==> config.mk <==
export PLATFORM = sky130hd
export DESIGN_NAME = flood_collect_slot_engine_unit
export DESIGN_NICKNAME = d
export VERILOG_FILES = /design/src/hdl/fcse_pkg.sv /design/src/hdl/fcse_front.sv /design/src/hdl/fcse_queue.sv /design/src/hdl/fcse_back.sv /design/src/hdl/flood_collect_slot_engine_unit.sv
export VERILOG_INCLUDE_DIRS = /design/src /design/src/hdl
export SDC_FILE = /design/constraint.sdc
export NUM_CORES = 2
export LEC_CHECK = 0
export ABC_AREA = 1
export BUFFER_PORTS_ARGS = -buffer_cell sky130_fd_sc_hd__clkbuf_2
export CAP_MARGIN = 20
export CORE_MARGIN = 3
export CORE_UTILIZATION = 35
export CTS_CLUSTER_DIAMETER = 60
export CTS_CLUSTER_SIZE = 20
export DETAILED_ROUTE_END_ITERATION = 16
export GPL_TIMING_DRIVEN = 0
export RECOVER_POWER = 100
export SYNTH_ARGS = -nofsm -noshare
export SYNTH_HDL_FRONTEND = slang
export SYNTH_SLANG_ARGS = --single-unit
==> constraint.sdc <==
create_clock -name clk -period 4.7 [get_ports clk]
set_input_delay 0.235 -clock clk [delete_from_list [all_inputs] [get_ports clk]]
set_output_delay 0.235 -clock clk [all_outputs]
set_load 0.005 [all_outputs]
==> src/hdl/flood_collect_slot_engine_unit_defines.svh <==
// Assertion macros shared by the flood collect slot engine.
`ifndef FLOOD_COLLECT_SLOT_ENGINE_UNIT_DEFINES_SVH
`define FLOOD_COLLECT_SLOT_ENGINE_UNIT_DEFINES_SVH

// Check that an implication holds at every clock edge outside reset.
`define FCSE_ASSERT_IMPL(label, clk, rst_n, ante, cons, msg) \
    label: assert property (@(posedge clk) disable iff (!rst_n) (ante) |-> (cons)) \
        else $error(msg);

// Check that an implication holds in the cycle after its trigger.
`define FCSE_ASSERT_NEXT(label, clk, rst_n, ante, cons, msg) \
    label: assert property (@(posedge clk) disable iff (!rst_n) (ante) |=> (cons)) \
        else $error(msg);

`endif

==> src/hdl/fcse_pkg.sv <==
// ----------------------------------------------------------------------------
// fcse_pkg
// Shared types and constants of the flood collect slot engine.
// ----------------------------------------------------------------------------
`default_nettype none
package fcse_pkg;
    localparam int MAX_NODES  = 64;
    localparam int VALUE_BITS = 16;
    localparam int IDX_BITS   = $clog2(MAX_NODES);
    localparam int CNT_BITS   = $clog2(MAX_NODES + 1);

    localparam logic [3:0] RESTART_MIN = 4'd6;

    localparam logic [2:0] REG_NODE_COUNT = 3'd0;
    localparam logic [2:0] REG_OWN_INDEX  = 3'd1;
    localparam logic [2:0] REG_INITIATOR  = 3'd2;
    localparam logic [2:0] REG_MAX_SLOTS  = 3'd3;
    localparam logic [2:0] REG_TX_TARGET  = 3'd4;

    localparam logic [1:0] ST_INIT = 2'd0;
    localparam logic [1:0] ST_RX   = 2'd1;
    localparam logic [1:0] ST_TX   = 2'd2;

    localparam logic [1:0] NX_RX  = 2'd0;
    localparam logic [1:0] NX_TX  = 2'd1;
    localparam logic [1:0] NX_OFF = 2'd2;

    localparam logic CMD_START = 1'b0;

    typedef struct packed {
        logic                  command;
        logic [VALUE_BITS-1:0] own_value;
        logic [1:0]            slot_state;
        logic                  txrx_ok;
        logic [15:0]           slot_number;
        logic [15:0]           random_word;
        logic                  rx_flag;
        logic [VALUE_BITS-1:0] rx_value;
        logic                  last_entry;
    } item_t;

    typedef struct packed {
        logic                  stored_flag;
        logic [VALUE_BITS-1:0] stored_value;
        logic                  decision_valid;
        logic [1:0]            slot_action;
        logic                  is_complete;
        logic [15:0]           complete_at;
        logic                  round_end;
        logic [15:0]           closing_slot;
    } result_t;

    // classified item handed from front to back
    typedef struct packed {
        item_t               item;
        logic [IDX_BITS-1:0] idx;
        logic                in_range;
        logic                own_valid;
    } op_t;

    typedef struct packed {
        logic [6:0]  node_count;
        logic [5:0]  own_index;
        logic        initiator;
        logic [15:0] max_slots;
        logic [7:0]  tx_complete_target;
    } cfg_t;
endpackage
`default_nettype wire

==> src/hdl/fcse_front.sv <==
// ----------------------------------------------------------------------------
// fcse_front
// Accepts items, tracks the entry position and classifies each item.
// ----------------------------------------------------------------------------
`default_nettype none
module fcse_front (
    input  wire logic            clk,
    input  wire logic            rst_n,
    input  wire logic            take,
    input  wire fcse_pkg::item_t item,
    input  wire fcse_pkg::cfg_t  cfg,
    output fcse_pkg::op_t        op
);
    logic [fcse_pkg::IDX_BITS-1:0] entry_reg;
    logic [fcse_pkg::IDX_BITS-1:0] entry_next;
    logic [fcse_pkg::CNT_BITS-1:0] nc;

    // clamp node count into 1..MAX_NODES
    always_comb
    begin
        if (cfg.node_count == 7'd0)
            nc = fcse_pkg::CNT_BITS'(1);
        else if (32'(cfg.node_count) > fcse_pkg::MAX_NODES)
            nc = fcse_pkg::CNT_BITS'(fcse_pkg::MAX_NODES);
        else
            nc = fcse_pkg::CNT_BITS'(cfg.node_count);
    end

    // classify: pick the entry index and range, and the next entry position
    always_comb
    begin
        op.item      = item;
        op.own_valid = 32'(cfg.own_index) < fcse_pkg::MAX_NODES;
        if (item.command == fcse_pkg::CMD_START)
        begin
            op.idx      = op.own_valid ? fcse_pkg::IDX_BITS'(cfg.own_index) : '0;
            op.in_range = op.own_valid && (32'(cfg.own_index) < 32'(nc));
        end
        else
        begin
            op.idx      = entry_reg;
            op.in_range = 32'(entry_reg) < 32'(nc);
        end
        entry_next = entry_reg;
        if (item.command == fcse_pkg::CMD_START || item.last_entry)
            entry_next = '0;
        else if (32'(entry_reg) + 1 >= fcse_pkg::MAX_NODES)
            entry_next = '0;
        else
            entry_next = entry_reg + 1'b1;
    end

    // advance entry counter
    always_ff @(posedge clk or negedge rst_n)
    begin
        if (!rst_n)
            entry_reg <= '0;
        else if (take)
            entry_reg <= entry_next;
    end
endmodule
`default_nettype wire

==> src/hdl/fcse_queue.sv <==
// ----------------------------------------------------------------------------
// fcse_queue
// Two-entry queue of classified items between front and back.
// ----------------------------------------------------------------------------
`default_nettype none
module fcse_queue (
    input  wire logic          clk,
    input  wire logic          rst_n,
    input  wire logic          wr,
    input  wire fcse_pkg::op_t wdata,
    output logic               full,
    input  wire logic          rd,
    output fcse_pkg::op_t      rdata,
    output logic               empty
);
    fcse_pkg::op_t mem_reg [2];
    logic          wp_reg;
    logic          rp_reg;
    logic [1:0]    cnt_reg;

    assign full  = cnt_reg == 2'd2;
    assign empty = cnt_reg == 2'd0;
    assign rdata = mem_reg[rp_reg];

    // store payload
    always_ff @(posedge clk)
    begin
        if (wr)
            mem_reg[wp_reg] <= wdata;
    end

    // advance pointers and count
    always_ff @(posedge clk or negedge rst_n)
    begin
        if (!rst_n)
        begin
            wp_reg  <= 1'b0;
            rp_reg  <= 1'b0;
            cnt_reg <= 2'd0;
        end
        else
        begin
            if (wr)
                wp_reg <= ~wp_reg;
            if (rd)
                rp_reg <= ~rp_reg;
            cnt_reg <= cnt_reg + {1'b0, wr} - {1'b0, rd};
        end
    end
endmodule
`default_nettype wire

==> src/hdl/fcse_back.sv <==
// ----------------------------------------------------------------------------
// fcse_back
// Merges entries into the store and decides the next slot action.
// ----------------------------------------------------------------------------
`default_nettype none
module fcse_back (
    input  wire logic            clk,
    input  wire logic            rst_n,
    input  wire logic            go,
    input  wire fcse_pkg::op_t   op,
    input  wire fcse_pkg::cfg_t  cfg,
    output fcse_pkg::result_t    res
);
    localparam int VB = fcse_pkg::VALUE_BITS;
    localparam int CB = fcse_pkg::CNT_BITS;

    logic [VB-1:0]        value_mem [fcse_pkg::MAX_NODES];
    logic [fcse_pkg::MAX_NODES-1:0] flag_reg, flag_next;
    logic        want_tx_reg, want_tx_next;
    logic        done_reg, done_next;
    logic        full_rx_reg, full_rx_next;
    logic        had_rx_reg, had_rx_next;
    logic        differs_reg, differs_next;
    logic [15:0] miss_reg, miss_next;
    logic [7:0]  txa_reg, txa_next;
    logic [3:0]  limit_reg, limit_next;
    logic [15:0] done_slot_reg, done_slot_next;
    logic [15:0] end_slot_reg, end_slot_next;
    logic [CB-1:0] merged_reg, merged_next;
    logic [CB-1:0] recv_reg, recv_next;
    logic [CB-1:0] nc;
    logic        rx_ok;
    logic        old_flag;
    logic        wr_val;
    logic [VB-1:0] wr_data;
    logic [1:0]  nxt;
    logic        rend;
    logic        cur_flag;
    logic        rmw_hit;
    logic [VB-1:0] rd_reg;
    fcse_pkg::result_t res_reg;

    fcse_pkg::item_t it;
    assign it = op.item;

    always_comb
    begin
        if (cfg.node_count == 7'd0)
            nc = CB'(1);
        else if (32'(cfg.node_count) > fcse_pkg::MAX_NODES)
            nc = CB'(fcse_pkg::MAX_NODES);
        else
            nc = CB'(cfg.node_count);
    end

    // merge and decide
    always_comb
    begin
        flag_next      = flag_reg;
        want_tx_next   = want_tx_reg;
        done_next      = done_reg;
        full_rx_next   = full_rx_reg;
        had_rx_next    = had_rx_reg;
        differs_next   = differs_reg;
        miss_next      = miss_reg;
        txa_next       = txa_reg;
        limit_next     = limit_reg;
        done_slot_next = done_slot_reg;
        end_slot_next  = end_slot_reg;
        merged_next    = merged_reg;
        recv_next      = recv_reg;
        wr_val         = 1'b0;
        wr_data        = it.rx_value;
        nxt            = fcse_pkg::NX_RX;
        rend           = 1'b0;
        rx_ok          = (it.slot_state == fcse_pkg::ST_RX) && it.txrx_ok;
        old_flag       = flag_reg[op.idx];
        if (it.command == fcse_pkg::CMD_START)
        begin
            flag_next      = '0;
            want_tx_next   = 1'b0;
            done_next      = 1'b0;
            full_rx_next   = 1'b0;
            had_rx_next    = 1'b0;
            differs_next   = 1'b0;
            miss_next      = '0;
            txa_next       = '0;
            done_slot_next = '0;
            end_slot_next  = cfg.max_slots;
            recv_next      = '0;
            merged_next    = op.in_range ? CB'(1) : '0;
            limit_next     = fcse_pkg::RESTART_MIN + {2'b00, it.random_word[1:0]};
            if (op.own_valid)
            begin
                flag_next[op.idx] = 1'b1;
                wr_val  = 1'b1;
                wr_data = it.own_value;
            end
        end
        else
        begin
            if (op.in_range && rx_ok)
            begin
                if (!done_reg)
                begin
                    wr_val = it.rx_flag;
                    if (it.rx_flag != old_flag)
                        differs_next = 1'b1;
                    if (it.rx_flag && !old_flag)
                    begin
                        flag_next[op.idx] = 1'b1;
                        merged_next = merged_reg + 1'b1;
                    end
                end
                else if (it.rx_flag)
                begin
                    // hold the count at its top; it is only compared with nc
                    if (recv_reg != '1)
                        recv_next = recv_reg + 1'b1;
                end
            end
            if (it.last_entry)
            begin
                if (rx_ok && !done_reg)
                begin
                    had_rx_next  = 1'b1;
                    want_tx_next = differs_next;
                    if (merged_next >= nc)
                    begin
                        done_slot_next = it.slot_number;
                        want_tx_next   = 1'b1;
                        done_next      = 1'b1;
                    end
                end
                else if (rx_ok && done_reg)
                begin
                    if (recv_next >= nc)
                        full_rx_next = 1'b1;
                end
                if (cfg.initiator && it.slot_state == fcse_pkg::ST_INIT)
                begin
                    nxt         = fcse_pkg::NX_TX;
                    had_rx_next = 1'b1;
                end
                else if (rx_ok)
                begin
                    miss_next = '0;
                    if (want_tx_next)
                    begin
                        nxt = fcse_pkg::NX_TX;
                        if (done_next && txa_reg != 8'hFF)
                            txa_next = txa_reg + 1'b1;
                    end
                end
                else if (it.slot_state == fcse_pkg::ST_RX && had_rx_next)
                begin
                    if (miss_reg != 16'hFFFF)
                        miss_next = miss_reg + 1'b1;
                    if (miss_next > {12'd0, limit_reg})
                    begin
                        nxt       = fcse_pkg::NX_TX;
                        miss_next = '0;
                        if (done_reg && txa_reg != 8'hFF)
                            txa_next = txa_reg + 1'b1;
                        limit_next = fcse_pkg::RESTART_MIN
                                     + {2'b00, it.random_word[1:0]};
                    end
                end
                else if (it.slot_state == fcse_pkg::ST_TX && !it.txrx_ok)
                begin
                    had_rx_next = 1'b1;
                    nxt         = fcse_pkg::NX_TX;
                end
                else if (it.slot_state == fcse_pkg::ST_TX && full_rx_reg
                         && txa_reg >= cfg.tx_complete_target)
                    nxt = fcse_pkg::NX_OFF;
                rend = ({1'b0, it.slot_number} + 17'd1 >= {1'b0, cfg.max_slots})
                       || nxt == fcse_pkg::NX_OFF;
                if (rend)
                    end_slot_next = it.slot_number;
                differs_next = 1'b0;
                recv_next    = '0;
            end
        end
        cur_flag = flag_next[op.idx];
    end

    // write value store and capture read data
    always_ff @(posedge clk)
    begin
        if (go)
        begin
            if (wr_val)
                value_mem[op.idx] <= wr_data;
            rd_reg <= value_mem[op.idx];
        end
    end

    // hold result fields
    always_ff @(posedge clk or negedge rst_n)
    begin
        if (!rst_n)
        begin
            flag_reg      <= '0;
            want_tx_reg   <= 1'b0;
            done_reg      <= 1'b0;
            full_rx_reg   <= 1'b0;
            had_rx_reg    <= 1'b0;
            differs_reg   <= 1'b0;
            miss_reg      <= '0;
            txa_reg       <= '0;
            limit_reg     <= fcse_pkg::RESTART_MIN;
            done_slot_reg <= '0;
            end_slot_reg  <= 16'd1000;
            merged_reg    <= '0;
            recv_reg      <= '0;
            rmw_hit       <= 1'b0;
            res_reg.stored_flag     <= 1'b0;
            res_reg.stored_value    <= '0;
            res_reg.decision_valid  <= 1'b0;
            res_reg.slot_action     <= fcse_pkg::NX_RX;
            res_reg.is_complete     <= 1'b0;
            res_reg.complete_at     <= '0;
            res_reg.round_end       <= 1'b0;
            res_reg.closing_slot    <= 16'd1000;
        end
        else if (go)
        begin
            flag_reg      <= flag_next;
            want_tx_reg   <= want_tx_next;
            done_reg      <= done_next;
            full_rx_reg   <= full_rx_next;
            had_rx_reg    <= had_rx_next;
            differs_reg   <= differs_next;
            miss_reg      <= miss_next;
            txa_reg       <= txa_next;
            limit_reg     <= limit_next;
            done_slot_reg <= done_slot_next;
            end_slot_reg  <= end_slot_next;
            merged_reg    <= merged_next;
            recv_reg      <= recv_next;
            rmw_hit       <= wr_val;
            res_reg.stored_flag     <= cur_flag;
            res_reg.stored_value    <= wr_data;
            res_reg.decision_valid  <= it.command != fcse_pkg::CMD_START && it.last_entry;
            res_reg.slot_action     <= nxt;
            res_reg.is_complete     <= done_next;
            res_reg.complete_at     <= done_slot_next;
            res_reg.round_end       <= rend;
            res_reg.closing_slot    <= end_slot_next;
        end
    end

    // value is the written data, the store entry, or zero when the flag is clear
    always_comb
    begin
        res = res_reg;
        if (!res_reg.stored_flag)
            res.stored_value = '0;
        else if (!rmw_hit)
            res.stored_value = rd_reg;
    end
endmodule
`default_nettype wire

==> src/hdl/flood_collect_slot_engine_unit.sv <==
// Path: an accepted item is registered in the queue, then in the result register when the back end advances.
// Throughput: one item per cycle while results are popped; the store read-modify-write
// in the back end sets that figure. A held result stalls input after two more items.
// Reset: all control state clears; configuration returns to its reset values.
// The value store is not cleared; an entry whose flag is clear reads as zero.
`default_nettype none
`include "flood_collect_slot_engine_unit_defines.svh"
// ----------------------------------------------------------------------------
// flood_collect_slot_engine_unit
// Top level: config registers, front classifier, queue, back engine, output result slot.
// ----------------------------------------------------------------------------
module flood_collect_slot_engine_unit (
    input  wire logic        clk,
    input  wire logic        rst_n,
    input  wire logic        push,
    output logic             full,
    input  wire logic        command,
    input  wire logic [15:0] own_value,
    input  wire logic [1:0]  slot_state,
    input  wire logic        txrx_ok,
    input  wire logic [15:0] slot_number,
    input  wire logic [15:0] random_word,
    input  wire logic        rx_flag,
    input  wire logic [15:0] rx_value,
    input  wire logic        last_entry,
    output logic             empty,
    input  wire logic        pop,
    output logic             stored_flag,
    output logic [15:0]      stored_value,
    output logic             decision_valid,
    output logic [1:0]       slot_action,
    output logic             is_complete,
    output logic [15:0]      complete_at,
    output logic             round_end,
    output logic [15:0]      closing_slot,
    input  wire logic        cfg_valid,
    output logic             cfg_ready,
    input  wire logic [2:0]  cfg_index,
    input  wire logic [15:0] cfg_data
);
    fcse_pkg::cfg_t    cfg_reg;
    fcse_pkg::item_t   item;
    fcse_pkg::op_t     fop;
    fcse_pkg::op_t     qop;
    fcse_pkg::result_t res;
    logic take;
    logic q_full;
    logic q_empty;
    logic go;
    logic out_valid_reg;

    assign cfg_ready = 1'b1;

    // write configuration registers
    always_ff @(posedge clk or negedge rst_n)
    begin
        if (!rst_n)
        begin
            cfg_reg.node_count         <= 7'd64;
            cfg_reg.own_index          <= 6'd0;
            cfg_reg.initiator          <= 1'b0;
            cfg_reg.max_slots          <= 16'd1000;
            cfg_reg.tx_complete_target <= 8'd9;
        end
        else if (cfg_valid)
        begin
            case (cfg_index)
                fcse_pkg::REG_NODE_COUNT: cfg_reg.node_count <= cfg_data[6:0];
                fcse_pkg::REG_OWN_INDEX:  cfg_reg.own_index <= cfg_data[5:0];
                fcse_pkg::REG_INITIATOR:  cfg_reg.initiator <= cfg_data[0];
                fcse_pkg::REG_MAX_SLOTS:  cfg_reg.max_slots <= cfg_data;
                fcse_pkg::REG_TX_TARGET:  cfg_reg.tx_complete_target <= cfg_data[7:0];
                default: ;
            endcase
        end
    end

    assign item = '{command, own_value, slot_state, txrx_ok, slot_number,
                    random_word, rx_flag, rx_value, last_entry};
    assign full = q_full;
    assign take = push && !q_full;

    fcse_front u_front (
        .clk  (clk),
        .rst_n(rst_n),
        .take (take),
        .item (item),
        .cfg  (cfg_reg),
        .op   (fop)
    );

    fcse_queue u_queue (
        .clk  (clk),
        .rst_n(rst_n),
        .wr   (take),
        .wdata(fop),
        .full (q_full),
        .rd   (go),
        .rdata(qop),
        .empty(q_empty)
    );

    // advance back end when the result slot is free or being drained
    assign go = !q_empty && (!out_valid_reg || pop);

    fcse_back u_back (
        .clk  (clk),
        .rst_n(rst_n),
        .go   (go),
        .op   (qop),
        .cfg  (cfg_reg),
        .res  (res)
    );

    always_ff @(posedge clk or negedge rst_n)
    begin
        if (!rst_n)
            out_valid_reg <= 1'b0;
        else if (go)
            out_valid_reg <= 1'b1;
        else if (pop)
            out_valid_reg <= 1'b0;
    end

    assign empty          = !out_valid_reg;
    assign stored_flag    = res.stored_flag;
    assign stored_value   = res.stored_value;
    assign decision_valid = res.decision_valid;
    assign slot_action    = res.slot_action;
    assign is_complete    = res.is_complete;
    assign complete_at    = res.complete_at;
    assign round_end      = res.round_end;
    assign closing_slot   = res.closing_slot;

    `FCSE_ASSERT_IMPL(a_dec_only, clk, rst_n, !empty && !decision_valid,
        slot_action == fcse_pkg::NX_RX && !round_end, "next action without decision")
    `FCSE_ASSERT_NEXT(a_go_fills, clk, rst_n, go, !empty, "result lost after advance")
    `FCSE_ASSERT_IMPL(a_no_take_full, clk, rst_n, take, !q_full, "accept while queue full")
endmodule
`default_nettype wire
==> reports/results.txt <==
Final GP Congestion: 0.959
violated checks: capacitance limit, slew limit, setup timing
maximum VDD drop: 0.395 mV
ys flop type: edfxtp_1
Fin Clk Skew: 102 ps
Final Routed Wirelength: 202000 µm
die footprint: 167000 µm²
ys async rst share: 0.154
first-pass GRT wire length: 281000 µm
Crit path largest cell delay: 420 ps
Synth Area in XOR/XNOR: 0.00525
most frequent cells in the layout: 1166 x edfxtp_1, 1057 x nand2_1, 254 x a22oi_1, 237 x nor2_1, 197 x dfrtp_1
syn_nets: 4644
H-tree level count: 3
initial antenna violation count: 17
DR iter-0 viols: 5926
leakage power: 24.9 nW
drc violations: 0
Tcrit/Tclk final: 1.07
post-synthesis simple-gate area fraction: 0.138
Critical R2R Launch: u_queue.rp_reg
number of global-route vias before repair: 37.8k
Hold Slack: 157 ps
flop2flop setup slack: -310 ps
Reg area: 40400 µm²
Clk pin slew, worst setup/hold paths: 80 ps
post-synthesis mux area share: 0.00110
commonest non-fill, non-tap cell in the layout: edfxtp_1
number of fill cells: 14.8k
io pins: 151
area of the multi-input gates: 14900 µm²
worst-skew pair later-pin latency: 780 ps
Port Buffer Count: 135
Max Cap Viol: 4
max frequency: 200 MHz
max reg flops: 1024
Critical Path Source Type: flop
hold path start: push
post-route ant nets: 0
placed cell count: 6935
TritonCTS Buffers: 99
r2r endpoint: u_back.txa_reg[2]
Vert. Die Dim: 409 µm
sequential area share after synthesis: 0.711
yosys warns: 0
Worst Hold End: u_front.entry_reg[2]
Vias/cell: 5.56
crit path DAT: 5650 ps
WP data required: 5340 ps
area share of fa/ha/maj cells after synthesis: 0.0134
CP Class: reg2reg
Root Buffer: clkbuf_16
Least-Margin Pin Slew: 2470 ps
area grow syn2layout: 19.8%
core area: 161000 µm²
clock buffer depth: 3
EDFF count, synth: 1166
total grt overflow: 0
chip width: 409 µm
status: finished with violations
post-layout minimum cycle time: 5010 ps
drt wl/cell: 27.9 µm
Pwr Density: 658 nW/µm²
CP endpoint kind: flop
via count: 40.3k
Total GRT Usage: 0.235
Finished Layout Cells: 7255
Relative slew margins: -0.647
final hold violations: 0
TritonCTS clock tree: built
post-detail-place hpwl: 140000 µm
Slowest cell on crit path: dfrtp_1
Nets: 5172
max-slew violation count: 160
post-synth cell types: 63
RSZ-0062 raised after global routing: yes
initial core utilization: 0.353
#FFs+latches synth: 1379
Netlist Area Pre-Place: 56700 µm²
Top cell by count, worst path: nand2_1
Clock Sinks: 1379
Pre-antenna DRT Iters: 6
Setup violations, final: 239
share of cells above drive strength 1: 0.174
CP max FO: 8
main combinational cell family by area after synthesis: simple AND/OR/NAND/NOR gates
Reg2Reg Depth: 34
post-synthesis compound-gate area fraction: 0.0891
hold crit path type: in2reg
row count: 147
min setup slack post-route: -307 ps
cell count after synthesis: 4489
Avg Cell Area, Syn: 12.6 µm²
pin count of the biggest net entering global routing: 97
hold depth: 4
-- worst max-delay path, delay by kind of cell (launching register included) --
family / cells / cell delay [ps]
AND/OR/NAND/NOR: 19 / 2130
adder cells (fa/ha/maj): 2 / 550
flip-flops: 1 / 420
XOR/XNOR: 1 / 110
AO/OA/AOI/OAI: 6 / 980
buffers and inverters: 6 / 670
-- report_power, final --
part | internal (W) | switching [W] | total (W) | leakage (nW)
combinational | 0.00522 | 0.0134 | 0.0186 | 9.95
clock | 0.00450 | 0.00466 | 0.00917 | 1.62
sequential | 0.0165 | 0.000369 | 0.0169 | 13.3
total | 0.0263 | 0.0184 | 0.0447 | 24.9
-- cells by family (layout without fill, tap and decap cells) --
group / Yosys count / after routing
and+or+nand+nor: 1780 / 1781
adders and majority gates: 61 / 61
buffers and inverters: 483 / 1078
DFF: 1379 / 1379
AOI/OAI and AO/OA: 746 / 746
xor gates and xnor gates: 34 / 34
other: 1 / 11
muxes: 5 / 5
-- metal layers --
| layer | part of all wire | wire, µm | track usage | up-vias |
|---|---|---|---|---|
| li1 | - | - | - | 17300 |
| met1 | 0.37 | 75400 | 0.303 | 19900 |
| met2 | 0.44 | 88800 | 0.357 | 2581 |
| met5 | 0.00025 | 50 | 0 | - |
| met4 | 0.060 | 12200 | 0.123 | 8 |
| met3 | 0.13 | 25600 | 0.0740 | 544 |
-- cells in the mapped netlist, drive strengths merged, types with 28 or more instances --
| cell | number | share of area |
|---|---|---|
| ha | 61 | 0.013 |
| o21ai | 239 | 0.021 |
| nand4 | 114 | 0.013 |
| nor3 | 81 | 0.0075 |
| a32o | 54 | 0.0095 |
| a21oi | 69 | 0.0064 |
| edfxtp | 1166 | 0.62 |
| nand2 | 1134 | 0.078 |
| nor2 | 251 | 0.018 |
| xor2 | 29 | 0.0045 |
| inv | 226 | 0.015 |
| nand3 | 133 | 0.015 |
| clkbuf | 58 | 0.0038 |
| a22oi | 254 | 0.034 |
| a221oi | 32 | 0.0049 |
| dfrtp | 197 | 0.087 |
| or2 | 28 | 0.0031 |
| buf | 198 | 0.023 |
-- area by class of cell --
type / count / share of cell area
buffer: 252 / 0.0247
clock inverter: 63 / 0.0123
clock buffer: 106 / 0.0373
inverter: 227 / 0.0131
tap: 2160 / 0.0397
multi-input combinational: 2628 / 0.219
sequential: 1379 / 0.594
timing repair buffer: 430 / 0.0596
antenna: 10 / 0.000368
-- per-stage QoR --
step	setup TNS (ps)	setup WS [ps]	power (W)	util	cell area, µm²
after floorplan	-54360	-85.0	0.0253	-	56800
after global placement	-5312970	-5960	0.0329	0.374	60200
after detailed placement	-49750	-2140	0.0343	0.391	62900
after CTS	-5110	-269	0.0440	0.422	67900
after global routing	-71820	-534	0.0459	0.423	68000
final	-19410	-307	0.0447	0.423	68000
-- timing repair --
| item | 4_1_cts | 5_1_grt |
|---|---|---|
| gates cloned | 3 | 1 |
| endpoints found under the setup margin | 53 | 27 |
| pin swaps | 32 | 40 |
| setup buffers | 44 | 13 |
| hold buffers | 84 | 0 |
| endpoints found under the hold margin | 274 | 0 |
| resized for setup | 104 | 75 |
-- worst max path at each step --
stage,end,from
after floorplan,u_back.value_mem[0][0],u_queue.rp_reg
after global placement,u_back.value_mem[27][0],u_queue.rp_reg
after detailed placement,u_back.done_slot_reg[9],u_queue.rp_reg
after CTS,u_back.txa_reg[5],u_queue.rp_reg
after global routing,u_back.txa_reg[2],u_queue.rp_reg
final,u_back.txa_reg[2],u_queue.rp_reg
Power figures use the tool's default switching activity.
